File: src/rtl/core/assert_macros.svh
// Assertion helpers, clocked on clk_i and held off while rst_ni is low.
`ifndef ASSERT_MACROS_SVH
`define ASSERT_MACROS_SVH

// Same-cycle implication.
`define ASSERT_IMP(lbl, ant, con, msg) \
  lbl: assert property (@(posedge clk_i) disable iff (!rst_ni) (ant) |-> (con)) \
    else $error(msg);

// Next-cycle implication.
`define ASSERT_NXT(lbl, ant, con, msg) \
  lbl: assert property (@(posedge clk_i) disable iff (!rst_ni) (ant) |=> (con)) \
    else $error(msg);

`endif

File: src/rtl/core/pfte_pkg.sv
package pfte_pkg;

  localparam int unsigned TR_DEPTH  = 64;
  localparam int unsigned ACT_DEPTH = 32;

  localparam int unsigned TR_AW  = (TR_DEPTH > 1) ? $clog2(TR_DEPTH) : 1;
  localparam int unsigned ACT_AW = (ACT_DEPTH > 1) ? $clog2(ACT_DEPTH) : 1;
  localparam int unsigned TR_CW  = $clog2(TR_DEPTH + 1);
  localparam int unsigned ACT_CW = $clog2(ACT_DEPTH + 1);
  localparam int unsigned IDX_W  = (TR_CW > ACT_CW) ? TR_CW : ACT_CW;

  // Transition entry: {from, event, next}; action entry: {state, action}.
  localparam int unsigned TR_DW  = 24;
  localparam int unsigned ACT_DW = 16;

  typedef enum logic [1:0] {
    REQ_ADD_TR  = 2'd0,
    REQ_ADD_ACT = 2'd1,
    REQ_EVENT   = 2'd2,
    REQ_RESTART = 2'd3
  } req_e;

  typedef enum logic [1:0] {
    STAT_OK        = 2'd0,
    STAT_MISS      = 2'd1,
    STAT_NO_ACTION = 2'd2,
    STAT_FULL      = 2'd3
  } status_e;

  typedef enum logic [1:0] {
    FSM_IDLE,
    FSM_TSCAN,
    FSM_ASCAN,
    FSM_FINISH
  } fsm_e;

endpackage

File: src/rtl/core/pfte_req_if.sv
interface pfte_req_if;
  logic       valid;
  logic       ready;
  logic [1:0] req_type;
  logic [7:0] state_code;
  logic [7:0] event_code;
  logic [7:0] next_state_code;
  logic [7:0] action_code;

  modport source (
    output valid, req_type, state_code, event_code, next_state_code, action_code,
    input  ready
  );
  modport sink (
    input  valid, req_type, state_code, event_code, next_state_code, action_code,
    output ready
  );
endinterface

File: src/rtl/core/pfte_rsp_if.sv
interface pfte_rsp_if;
  logic       valid;
  logic       ready;
  logic [1:0] status;
  logic [7:0] new_state;
  logic [7:0] fired_action;
  logic       action_valid;

  modport source (
    output valid, status, new_state, fired_action, action_valid,
    input  ready
  );
  modport sink (
    input  valid, status, new_state, fired_action, action_valid,
    output ready
  );
endinterface

File: src/rtl/core/pfte_cfg_if.sv
interface pfte_cfg_if;
  logic       valid;
  logic       ready;
  logic [7:0] data;

  modport source (
    output valid, data,
    input  ready
  );
  modport sink (
    input  valid, data,
    output ready
  );
endinterface

File: src/rtl/core/pfte_ram.sv
module pfte_ram #(
  parameter int unsigned WIDTH = 8,
  parameter int unsigned DEPTH = 16,
  parameter int unsigned AW    = (DEPTH > 1) ? $clog2(DEPTH) : 1
) (
  input  logic             clk_i,
  input  logic             we_i,
  input  logic [AW-1:0]    waddr_i,
  input  logic [WIDTH-1:0] wdata_i,
  input  logic [AW-1:0]    raddr_i,
  output logic [WIDTH-1:0] rdata_o
);

  logic [WIDTH-1:0] mem_q [DEPTH];
  logic [WIDTH-1:0] rdata_q;

  always_ff @(posedge clk_i) begin
    if (we_i) begin
      mem_q[waddr_i] <= wdata_i;
    end
    rdata_q <= mem_q[raddr_i];
  end

  assign rdata_o = rdata_q;

endmodule

File: src/rtl/core/programmable_fsm_transition_engine_top.sv
// Per word: an add or a missed event walks one table, comparing its entries in turn; an event
// that hits walks both tables, first the transition table and then the action table.
// Throughput: one word at a time; a single compare unit walks one table entry per cycle.
// A restart skips the table walk. A finished result waits in the output register.
// Reset: fill counts cleared, current state and initial_state go to 0; no clearing pass.
`include "assert_macros.svh"

module programmable_fsm_transition_engine_top (
  input  logic   clk_i,
  input  logic   rst_ni,
  pfte_req_if.sink   req_i,
  pfte_rsp_if.source rsp_o,
  pfte_cfg_if.sink   cfg_i
);

  pfte_pkg::fsm_e state_q, state_d;

  logic [7:0] init_q;
  logic [7:0] cur_q, cur_d;

  logic [pfte_pkg::TR_CW-1:0]  tr_cnt_q, tr_cnt_d;
  logic [pfte_pkg::ACT_CW-1:0] act_cnt_q, act_cnt_d;

  logic [pfte_pkg::IDX_W-1:0] idx_q, idx_d;
  logic [pfte_pkg::IDX_W-1:0] cidx_q, cidx_d;
  logic                       pend_q, pend_d;
  logic [15:0]                key_q, key_d;

  pfte_pkg::req_e req_q, req_d;
  logic [7:0] st_q, st_d, ev_q, ev_d, nx_q, nx_d, ac_q, ac_d;

  pfte_pkg::status_e res_status_q, res_status_d;
  logic [7:0]        res_fired_q, res_fired_d;
  logic              res_fv_q, res_fv_d;

  logic       rsp_valid_q, rsp_valid_d;
  logic [1:0] rsp_status_q, rsp_status_d;
  logic [7:0] rsp_state_q, rsp_state_d;
  logic [7:0] rsp_fired_q, rsp_fired_d;
  logic       rsp_fv_q, rsp_fv_d;

  logic                       tr_we;
  logic [pfte_pkg::TR_AW-1:0] tr_waddr;
  logic [pfte_pkg::TR_DW-1:0] tr_wdata, tr_rdata;

  logic                        act_we;
  logic [pfte_pkg::ACT_AW-1:0] act_waddr;
  logic [pfte_pkg::ACT_DW-1:0] act_wdata, act_rdata;

  logic [15:0]                cmp_lhs;
  logic                       cmp_hit;
  logic [pfte_pkg::IDX_W-1:0] cnt_lim;
  logic                       more;
  logic                       req_acc;

  pfte_ram #(
    .WIDTH (pfte_pkg::TR_DW),
    .DEPTH (pfte_pkg::TR_DEPTH)
  ) u_tr_ram (
    .clk_i   (clk_i),
    .we_i    (tr_we),
    .waddr_i (tr_waddr),
    .wdata_i (tr_wdata),
    .raddr_i (idx_q[pfte_pkg::TR_AW-1:0]),
    .rdata_o (tr_rdata)
  );

  pfte_ram #(
    .WIDTH (pfte_pkg::ACT_DW),
    .DEPTH (pfte_pkg::ACT_DEPTH)
  ) u_act_ram (
    .clk_i   (clk_i),
    .we_i    (act_we),
    .waddr_i (act_waddr),
    .wdata_i (act_wdata),
    .raddr_i (idx_q[pfte_pkg::ACT_AW-1:0]),
    .rdata_o (act_rdata)
  );

  assign cfg_i.ready = 1'b1;
  assign req_i.ready = (state_q == pfte_pkg::FSM_IDLE);
  assign req_acc     = req_i.valid && req_i.ready;

  assign rsp_o.valid        = rsp_valid_q;
  assign rsp_o.status       = rsp_status_q;
  assign rsp_o.new_state    = rsp_state_q;
  assign rsp_o.fired_action = rsp_fired_q;
  assign rsp_o.action_valid = rsp_fv_q;

  // Shared key compare; the read data belongs to entry cidx_q when pend_q is set.
  assign cmp_lhs = (state_q == pfte_pkg::FSM_ASCAN) ? {8'h00, act_rdata[15:8]}
                                                    : tr_rdata[23:8];
  assign cmp_hit = pend_q && (cmp_lhs == key_q);
  assign cnt_lim = (state_q == pfte_pkg::FSM_ASCAN) ? pfte_pkg::IDX_W'(act_cnt_q)
                                                    : pfte_pkg::IDX_W'(tr_cnt_q);
  assign more    = idx_q < cnt_lim;

  always_comb begin
    state_d      = state_q;
    cur_d        = cur_q;
    tr_cnt_d     = tr_cnt_q;
    act_cnt_d    = act_cnt_q;
    idx_d        = idx_q;
    cidx_d       = cidx_q;
    pend_d       = pend_q;
    key_d        = key_q;
    req_d        = req_q;
    st_d         = st_q;
    ev_d         = ev_q;
    nx_d         = nx_q;
    ac_d         = ac_q;
    res_status_d = res_status_q;
    res_fired_d  = res_fired_q;
    res_fv_d     = res_fv_q;
    rsp_valid_d  = rsp_valid_q && !rsp_o.ready;
    rsp_status_d = rsp_status_q;
    rsp_state_d  = rsp_state_q;
    rsp_fired_d  = rsp_fired_q;
    rsp_fv_d     = rsp_fv_q;
    tr_we        = 1'b0;
    tr_waddr     = cidx_q[pfte_pkg::TR_AW-1:0];
    tr_wdata     = {st_q, ev_q, nx_q};
    act_we       = 1'b0;
    act_waddr    = cidx_q[pfte_pkg::ACT_AW-1:0];
    act_wdata    = {st_q, ac_q};

    unique case (state_q)
      pfte_pkg::FSM_IDLE: begin
        if (req_acc) begin
          req_d        = pfte_pkg::req_e'(req_i.req_type);
          st_d         = req_i.state_code;
          ev_d         = req_i.event_code;
          nx_d         = req_i.next_state_code;
          ac_d         = req_i.action_code;
          idx_d        = '0;
          pend_d       = 1'b0;
          res_status_d = pfte_pkg::STAT_OK;
          res_fired_d  = 8'h00;
          res_fv_d     = 1'b0;
          unique case (pfte_pkg::req_e'(req_i.req_type))
            pfte_pkg::REQ_ADD_TR: begin
              key_d   = {req_i.state_code, req_i.event_code};
              state_d = pfte_pkg::FSM_TSCAN;
            end
            pfte_pkg::REQ_ADD_ACT: begin
              key_d   = {8'h00, req_i.state_code};
              state_d = pfte_pkg::FSM_ASCAN;
            end
            pfte_pkg::REQ_EVENT: begin
              key_d   = {cur_q, req_i.event_code};
              state_d = pfte_pkg::FSM_TSCAN;
            end
            pfte_pkg::REQ_RESTART: begin
              cur_d   = init_q;
              state_d = pfte_pkg::FSM_FINISH;
            end
            default: state_d = pfte_pkg::FSM_IDLE;
          endcase
        end
      end

      pfte_pkg::FSM_TSCAN: begin
        if (cmp_hit) begin
          if (req_q == pfte_pkg::REQ_ADD_TR) begin
            tr_we   = 1'b1;
            state_d = pfte_pkg::FSM_FINISH;
          end else begin
            // Event hit: move now, then look for the entered state's action.
            cur_d   = tr_rdata[7:0];
            key_d   = {8'h00, tr_rdata[7:0]};
            idx_d   = '0;
            pend_d  = 1'b0;
            state_d = pfte_pkg::FSM_ASCAN;
          end
        end else if (more) begin
          cidx_d = idx_q;
          idx_d  = idx_q + 1'b1;
          pend_d = 1'b1;
        end else begin
          if (req_q == pfte_pkg::REQ_ADD_TR) begin
            if (tr_cnt_q < pfte_pkg::TR_CW'(pfte_pkg::TR_DEPTH)) begin
              tr_we    = 1'b1;
              tr_waddr = tr_cnt_q[pfte_pkg::TR_AW-1:0];
              tr_cnt_d = tr_cnt_q + 1'b1;
            end else begin
              res_status_d = pfte_pkg::STAT_FULL;
            end
          end else begin
            res_status_d = pfte_pkg::STAT_MISS;
          end
          state_d = pfte_pkg::FSM_FINISH;
        end
      end

      pfte_pkg::FSM_ASCAN: begin
        if (cmp_hit) begin
          if (req_q == pfte_pkg::REQ_ADD_ACT) begin
            act_we = 1'b1;
          end else begin
            res_fired_d = act_rdata[7:0];
            res_fv_d    = 1'b1;
          end
          state_d = pfte_pkg::FSM_FINISH;
        end else if (more) begin
          cidx_d = idx_q;
          idx_d  = idx_q + 1'b1;
          pend_d = 1'b1;
        end else begin
          if (req_q == pfte_pkg::REQ_ADD_ACT) begin
            if (act_cnt_q < pfte_pkg::ACT_CW'(pfte_pkg::ACT_DEPTH)) begin
              act_we    = 1'b1;
              act_waddr = act_cnt_q[pfte_pkg::ACT_AW-1:0];
              act_cnt_d = act_cnt_q + 1'b1;
            end else begin
              res_status_d = pfte_pkg::STAT_FULL;
            end
          end else begin
            res_status_d = pfte_pkg::STAT_NO_ACTION;
          end
          state_d = pfte_pkg::FSM_FINISH;
        end
      end

      pfte_pkg::FSM_FINISH: begin
        if (!rsp_valid_q || rsp_o.ready) begin
          rsp_valid_d  = 1'b1;
          rsp_status_d = res_status_q;
          rsp_state_d  = cur_q;
          rsp_fired_d  = res_fired_q;
          rsp_fv_d     = res_fv_q;
          state_d      = pfte_pkg::FSM_IDLE;
        end
      end

      default: state_d = pfte_pkg::FSM_IDLE;
    endcase
  end

  always_ff @(posedge clk_i or negedge rst_ni) begin
    if (!rst_ni) begin
      state_q     <= pfte_pkg::FSM_IDLE;
      init_q      <= 8'h00;
      cur_q       <= 8'h00;
      tr_cnt_q    <= '0;
      act_cnt_q   <= '0;
      idx_q       <= '0;
      pend_q      <= 1'b0;
      rsp_valid_q <= 1'b0;
    end else begin
      state_q     <= state_d;
      cur_q       <= cur_d;
      tr_cnt_q    <= tr_cnt_d;
      act_cnt_q   <= act_cnt_d;
      idx_q       <= idx_d;
      pend_q      <= pend_d;
      rsp_valid_q <= rsp_valid_d;
      if (cfg_i.valid && cfg_i.ready) begin
        init_q <= cfg_i.data;
      end
    end
  end

  always_ff @(posedge clk_i) begin
    cidx_q       <= cidx_d;
    key_q        <= key_d;
    req_q        <= req_d;
    st_q         <= st_d;
    ev_q         <= ev_d;
    nx_q         <= nx_d;
    ac_q         <= ac_d;
    res_status_q <= res_status_d;
    res_fired_q  <= res_fired_d;
    res_fv_q     <= res_fv_d;
    rsp_status_q <= rsp_status_d;
    rsp_state_q  <= rsp_state_d;
    rsp_fired_q  <= rsp_fired_d;
    rsp_fv_q     <= rsp_fv_d;
  end

  `ASSERT_IMP(a_tr_bound, 1'b1, tr_cnt_q <= pfte_pkg::TR_CW'(pfte_pkg::TR_DEPTH), "tr overflow")
  `ASSERT_NXT(a_tr_up, 1'b1, tr_cnt_q >= $past(tr_cnt_q), "tr count fell")
  `ASSERT_NXT(a_act_up, 1'b1, act_cnt_q >= $past(act_cnt_q), "action count fell")
  `ASSERT_NXT(a_rsp_hold, rsp_valid_q && !rsp_o.ready, rsp_valid_q, "word dropped")
  `ASSERT_IMP(a_fv_status, rsp_valid_q && rsp_fv_q, rsp_status_q == pfte_pkg::STAT_OK, "bad flag")

endmodule

File: src/flat_wrapper.sv
// flat-port wrapper written by rule: the top's interface ports become plain ports
module programmable_fsm_transition_engine_top_flat 
  (clk_i, rst_ni, req_i_valid, req_i_req_type, req_i_state_code, req_i_event_code, req_i_next_state_code, req_i_action_code, req_i_ready, rsp_o_valid, rsp_o_status, rsp_o_new_state, rsp_o_fired_action, rsp_o_action_valid, rsp_o_ready, cfg_i_valid, cfg_i_data, cfg_i_ready);
  pfte_req_if req_i_i ();
  pfte_rsp_if rsp_o_i ();
  pfte_cfg_if cfg_i_i ();
  input  logic clk_i;
  input  logic rst_ni;
  input wire logic [$bits(req_i_i.valid)-1:0] req_i_valid;
  input wire logic [$bits(req_i_i.req_type)-1:0] req_i_req_type;
  input wire logic [$bits(req_i_i.state_code)-1:0] req_i_state_code;
  input wire logic [$bits(req_i_i.event_code)-1:0] req_i_event_code;
  input wire logic [$bits(req_i_i.next_state_code)-1:0] req_i_next_state_code;
  input wire logic [$bits(req_i_i.action_code)-1:0] req_i_action_code;
  output wire logic [$bits(req_i_i.ready)-1:0] req_i_ready;
  output wire logic [$bits(rsp_o_i.valid)-1:0] rsp_o_valid;
  output wire logic [$bits(rsp_o_i.status)-1:0] rsp_o_status;
  output wire logic [$bits(rsp_o_i.new_state)-1:0] rsp_o_new_state;
  output wire logic [$bits(rsp_o_i.fired_action)-1:0] rsp_o_fired_action;
  output wire logic [$bits(rsp_o_i.action_valid)-1:0] rsp_o_action_valid;
  input wire logic [$bits(rsp_o_i.ready)-1:0] rsp_o_ready;
  input wire logic [$bits(cfg_i_i.valid)-1:0] cfg_i_valid;
  input wire logic [$bits(cfg_i_i.data)-1:0] cfg_i_data;
  output wire logic [$bits(cfg_i_i.ready)-1:0] cfg_i_ready;
  assign req_i_i.valid = req_i_valid;
  assign req_i_i.req_type = req_i_req_type;
  assign req_i_i.state_code = req_i_state_code;
  assign req_i_i.event_code = req_i_event_code;
  assign req_i_i.next_state_code = req_i_next_state_code;
  assign req_i_i.action_code = req_i_action_code;
  assign req_i_ready = req_i_i.ready;
  assign rsp_o_valid = rsp_o_i.valid;
  assign rsp_o_status = rsp_o_i.status;
  assign rsp_o_new_state = rsp_o_i.new_state;
  assign rsp_o_fired_action = rsp_o_i.fired_action;
  assign rsp_o_action_valid = rsp_o_i.action_valid;
  assign rsp_o_i.ready = rsp_o_ready;
  assign cfg_i_i.valid = cfg_i_valid;
  assign cfg_i_i.data = cfg_i_data;
  assign cfg_i_ready = cfg_i_i.ready;
  programmable_fsm_transition_engine_top u_core (.clk_i(clk_i), .rst_ni(rst_ni), .req_i(req_i_i), .rsp_o(rsp_o_i), .cfg_i(cfg_i_i));
endmodule
File: config.mk
export PLATFORM = sky130hd
export DESIGN_NAME = programmable_fsm_transition_engine_top_flat
export DESIGN_NICKNAME = d
export VERILOG_FILES = /design/src/rtl/core/pfte_pkg.sv /design/src/rtl/core/pfte_req_if.sv /design/src/rtl/core/pfte_rsp_if.sv /design/src/rtl/core/pfte_cfg_if.sv /design/src/rtl/core/pfte_ram.sv /design/src/rtl/core/programmable_fsm_transition_engine_top.sv /design/src/flat_wrapper.sv
export VERILOG_INCLUDE_DIRS = /design/src /design/src/rtl/core
export SDC_FILE = /design/constraint.sdc
export NUM_CORES = 2
export LEC_CHECK = 0
export BUFFER_PORTS_ARGS = -buffer_cell sky130_fd_sc_hd__buf_2
export CELL_PAD_IN_SITES_DETAIL_PLACEMENT = 0
export CELL_PAD_IN_SITES_GLOBAL_PLACEMENT = 1
export CORE_MARGIN = 1
export CORE_UTILIZATION = 30
export CTS_BUF_LIST = sky130_fd_sc_hd__clkbuf_2 sky130_fd_sc_hd__clkbuf_4 sky130_fd_sc_hd__clkbuf_8
export DETAILED_ROUTE_END_ITERATION = 12
export PLACE_DENSITY_LB_ADDON = 0.1
export SETUP_SLACK_MARGIN = 0.5
export SLEW_MARGIN = 25
export SYNTH_ARGS = -nofsm -noshare
export SYNTH_HDL_FRONTEND = slang
export SYNTH_SLANG_ARGS = --single-unit
File: constraint.sdc
create_clock -name clk_i -period 6.6 [get_ports clk_i]
set_clock_uncertainty 0.1 [all_clocks]
set_input_delay 0.66 -clock clk_i [delete_from_list [all_inputs] [get_ports clk_i]]
set_output_delay 0.66 -clock clk_i [all_outputs]
set_load 0.05 [all_outputs]
==> results.json <==
{
  "power.internal_w": 0.0250,
  "first_pass_iteration_count_of_the_detailed_router": 5,
  "fillCellCount": 26300,
  "final_stage_net_count": 4107,
  "drt_drc_violations_left": 0,
  "final.min_clock_period_ns": 5.37,
  "cts-buffers-inserted": 391,
  "htreeDepth": 5,
  "ir_drop_uv": 144,
  "critical_hold_path_startpoint": "cfg_i_valid",
  "critical_path.max_fanout": 24,
  "mappedNetlistNets": 3640,
  "crit_path_end_kind": "flop",
  "area.growth.synth_to_final_pct": 16.6,
  "cts_tree": "done",
  "setup_viol": 0,
  "synth_edf_count": 2134,
  "route.final.wire_length_microns": 248000,
  "initial_antenna_violation_count": 40,
  "maximum_number_of_pins_on_one_net_before_global_route_repair": 117,
  "timing.critical_path.required_ns": 7.07,
  "setup.reg_to_reg.worst_slack_ns": 1.23,
  "worst_setup_hold_path_clk_slew_ns": 0.07,
  "worst_skew_pair_later_pin_latency_ns": 0.99,
  "wire_per_inst_microns": 30.6,
  "yosys.cell_types.count": 73,
  "timing.final.crit_share_pct": 81.4,
  "grt_overflow": 0,
  "netlist_area_sq_mm": 0.0850,
  "cts.repair_timing.setup_buffer_count": 0,
  "worstMarginPinSlew_ns": 1.11,
  "slew_violations": 0,
  "grt.total_usage_pct": 17.3,
  "ios": 69,
  "cts.repair.resized": 0,
  "seq_area_frac_synth_pct": 77.5,
  "route.antenna.remaining_nets": 0,
  "globalplace.congestion": 0.759,
  "floorplan.die.width_microns": 534,
  "switching_power_w": 0.0101,
  "fin_setup_tns_ns": 0,
  "cp.arrival_ns": 5.84,
  "post-dp-hpwl_microns": 151000,
  "max_freq_mhz": 186,
  "synth_area_per_cell_sq_um": 23.8,
  "stdcell_count": 8097,
  "power_per_cell_area_mw_per_mm2": 354,
  "cts_num_sinks": 2214,
  "first_iter_violations": 3473,
  "p_seq_share_pct": 47.7,
  "crit_end": "u_core.u_tr_ram.mem_q[26][21]",
  "grt_pass1_wl_microns": 344000,
  "sw_frac_of_total_pct": 28.7,
  "slew_headroom_pct": 25.8,
  "finalHoldViolCount": 0,
  "totalPowerFinal_w": 0.0350,
  "leakage_nw": 29.8,
  "floorplan.initialDensity_pct": 30.1,
  "ws_path_type": "reg -> reg",
  "reg2reg_path_depth": 13,
  "synth_warnings": 0,
  "core_area_sq_mm": 0.282,
  "crit_path_start": "u_core.state_q[0]",
  "rows": 195,
  "critical_path.reg2reg.startpoint": "u_core.state_q[0]",
  "startpoint_type": "flop",
  "syn_inst": 3574,
  "classification_of_the_worst_slack_hold_path": "in -> reg",
  "cap_violations": 0,
  "postCtsHoldBufs": 44,
  "synth.ff_latch_count": 2214,
  "main_synth_ff_type": "sky130_fd_sc_hd__edfxtp_1",
  "status": "complete, no violations",
  "place.detailed.instances": 7346,
  "drt-vias-per-instance": 4.86,
  "max-clock-path-buffers": 4,
  "clock_tree.root_cell": "sky130_fd_sc_hd__clkbuf_8",
  "combPwrFrac_pct": 17.1,
  "unrepaired_setup_endpoints_after_global_routing": "false",
  "postSynth.asyncResetShare_pct": 1.81,
  "die_height_microns": 534,
  "vias_in_the_first_global_route": 41100,
  "power_frac_clock_pct": 35.3,
  "design.die.area_sq_mm": 0.285,
  "route.vias.total": 39300,
  "holdWs_ns": 0.104,
  "numPortBuffers": 67,
  "regToRegEndpoint": "u_core.u_tr_ram.mem_q[26][21]",
  "drive_gt1_share_pct": 38.2
}
-- cells in the mapped netlist, types with 12 or more instances --
cell / number / area [sq um]
sky130_fd_sc_hd__edfxtp_1: 2134 / 64100
sky130_fd_sc_hd__mux4_2: 664 / 15000
sky130_fd_sc_hd__clkbuf_1: 109 / 409
sky130_fd_sc_hd__nor2_1: 69 / 259
sky130_fd_sc_hd__nor3_1: 69 / 345
sky130_fd_sc_hd__buf_2: 55 / 275
sky130_fd_sc_hd__nand2_1: 42 / 158
sky130_fd_sc_hd__dfrtp_1: 40 / 1000
sky130_fd_sc_hd__dfxtp_1: 40 / 801
sky130_fd_sc_hd__mux2_2: 26 / 293
sky130_fd_sc_hd__buf_1: 25 / 93.8
sky130_fd_sc_hd__a31oi_1: 22 / 138
sky130_fd_sc_hd__mux2i_1: 22 / 220
sky130_fd_sc_hd__a21oi_1: 21 / 105
sky130_fd_sc_hd__o21ai_0: 21 / 105
sky130_fd_sc_hd__nand2b_1: 20 / 125
sky130_fd_sc_hd__ha_1: 19 / 238
sky130_fd_sc_hd__and2_1: 14 / 87.6
sky130_fd_sc_hd__inv_1: 12 / 45.0
sky130_fd_sc_hd__nand3_1: 12 / 60.1
sky130_fd_sc_hd__nor2b_1: 12 / 75.1
-- state kept, by name, summed over array words and instances (netlist names), 6 cells and up --
register	cells
u_core.init_q	8
u_core.u_act_ram.mem_q	512
u_core.cur_q	8
u_core.st_q	8
u_core.rsp_o.fired_action	8
u_core.act_cnt_q	6
u_core.res_fired_q	8
u_core.idx_q	7
u_core.u_tr_ram.mem_q	1536
u_core.u_tr_ram.rdata_o	24
u_core.cidx_q	6
u_core.nx_q	8
u_core.tr_cnt_q	7
u_core.u_act_ram.rdata_o	16
u_core.rsp_o.new_state	8
u_core.ev_q	8
u_core.ac_q	8
u_core.key_q	16
-- worst max-delay path, stage by stage, from the launching register on --
cell and delay [ns]:
sky130_fd_sc_hd__dfrtp_1 0.44, sky130_fd_sc_hd__inv_1 0.13, sky130_fd_sc_hd__ha_1 0.49, sky130_fd_sc_hd__mux2i_1 0.15
sky130_fd_sc_hd__ha_1 0.32, sky130_fd_sc_hd__a21oi_1 0.07, sky130_fd_sc_hd__o21ai_0 0.27, sky130_fd_sc_hd__a21oi_2 0.10
sky130_fd_sc_hd__or3_1 0.33, sky130_fd_sc_hd__buf_4 0.20, sky130_fd_sc_hd__a21oi_4 0.55, sky130_fd_sc_hd__mux2i_4 0.60
sky130_fd_sc_hd__nand2b_1 0.38, sky130_fd_sc_hd__nor2_4 0.78
-- cell families after synthesis --
logic type               Yosys count  share of synthesized area (%)
multiplexers                     714                           18.2
buffers and inverters            211                           1.06
flip-flops                      2214                           77.5
adder cells (fa/ha/maj)           19                          0.280
AND/OR/NAND/NOR                  278                           1.67
AO/OA/AOI/OAI                    119                           1.02
XOR/XNOR                          18                          0.186
other                              1                        0.00441
-- final cells by class --
class / count / area [sq um] / area share (%)
Clock buffer: 537 / 6620 / 6.68
Sequential cell: 2214 / 65900 / 66.5
Clock inverter: 156 / 898 / 0.907
Timing Repair Buffer: 271 / 2140 / 2.16
Antenna cell: 13 / 32.5 / 0.0328
Inverter: 14 / 52.6 / 0.0531
Tap cell: 3743 / 4680 / 4.73
Multi-Input combinational cell: 1149 / 18700 / 18.9
-- placed cells by master (no fill, tap or decap), types with 23 or more instances in the layout --
| cell | count |
|---|---|
| sky130_fd_sc_hd__edfxtp_1 | 2134 |
| sky130_fd_sc_hd__dfrtp_1 | 34 |
| sky130_fd_sc_hd__dfxtp_1 | 40 |
| sky130_fd_sc_hd__nor3_2 | 46 |
| sky130_fd_sc_hd__nor3_1 | 23 |
| sky130_fd_sc_hd__buf_4 | 148 |
| sky130_fd_sc_hd__mux4_2 | 664 |
| sky130_fd_sc_hd__clkbuf_4 | 124 |
| sky130_fd_sc_hd__nor2_2 | 29 |
| sky130_fd_sc_hd__mux2_2 | 26 |
| sky130_fd_sc_hd__nand2_1 | 42 |
| sky130_fd_sc_hd__clkinv_1 | 95 |
| sky130_fd_sc_hd__buf_2 | 67 |
| sky130_fd_sc_hd__clkbuf_8 | 413 |
| sky130_fd_sc_hd__clkinv_2 | 34 |
| sky130_fd_sc_hd__dlygate4sd3_1 | 44 |
-- power by group through the flow --
| stage | combinational [W] | clock [W] | sequential (W) |
|---|---|---|---|
| finish | 0.00597 | 0.0124 | 0.0167 |
| global route | 0.00632 | 0.0134 | 0.0167 |
| CTS | 0.00613 | 0.0128 | 0.0167 |
| detailed placement | 0.00610 | 0 | 0.0170 |
| global placement | 0.00610 | 0 | 0.0170 |
| floorplan | 0.00310 | 0 | 0.0171 |
-- stage by stage --
step	instance area (sq um)	utilization, %	worst slack [ns]
after global routing	99000	35.1	0.968
after detailed placement	91000	32.3	1.30
after floorplan	85000	-	1.25
final	99100	35.1	1.23
after global placement	91000	32.2	1.32
after CTS	99000	35.1	1.27
-- worst min-delay path by stage --
| stage | end | slack, ns | depth (start not counted) |
|---|---|---|---|
| finish | u_core.init_q[5] | 0.10 | 2 |
| global route | u_core.init_q[5] | 0.02 | 2 |
| CTS | u_core.init_q[5] | 0.02 | 2 |
| detailed placement | u_core.rsp_o.fired_action[4] | 0.31 | 0 |
| global placement | u_core.rsp_o.fired_action[4] | 0.31 | 0 |
| floorplan | u_core.act_cnt_q[0] | 0.26 | 0 |
-- layer usage --
layer,GRT usage (%),vias up,share of wire [%]
met3,2.57,348,4.2
met2,27.8,1091,48
met4,4.07,0,2.2
li1,-,16400,-
met1,24.7,21500,46
met5,0,-,0
(Power assumes the default switching activity.)
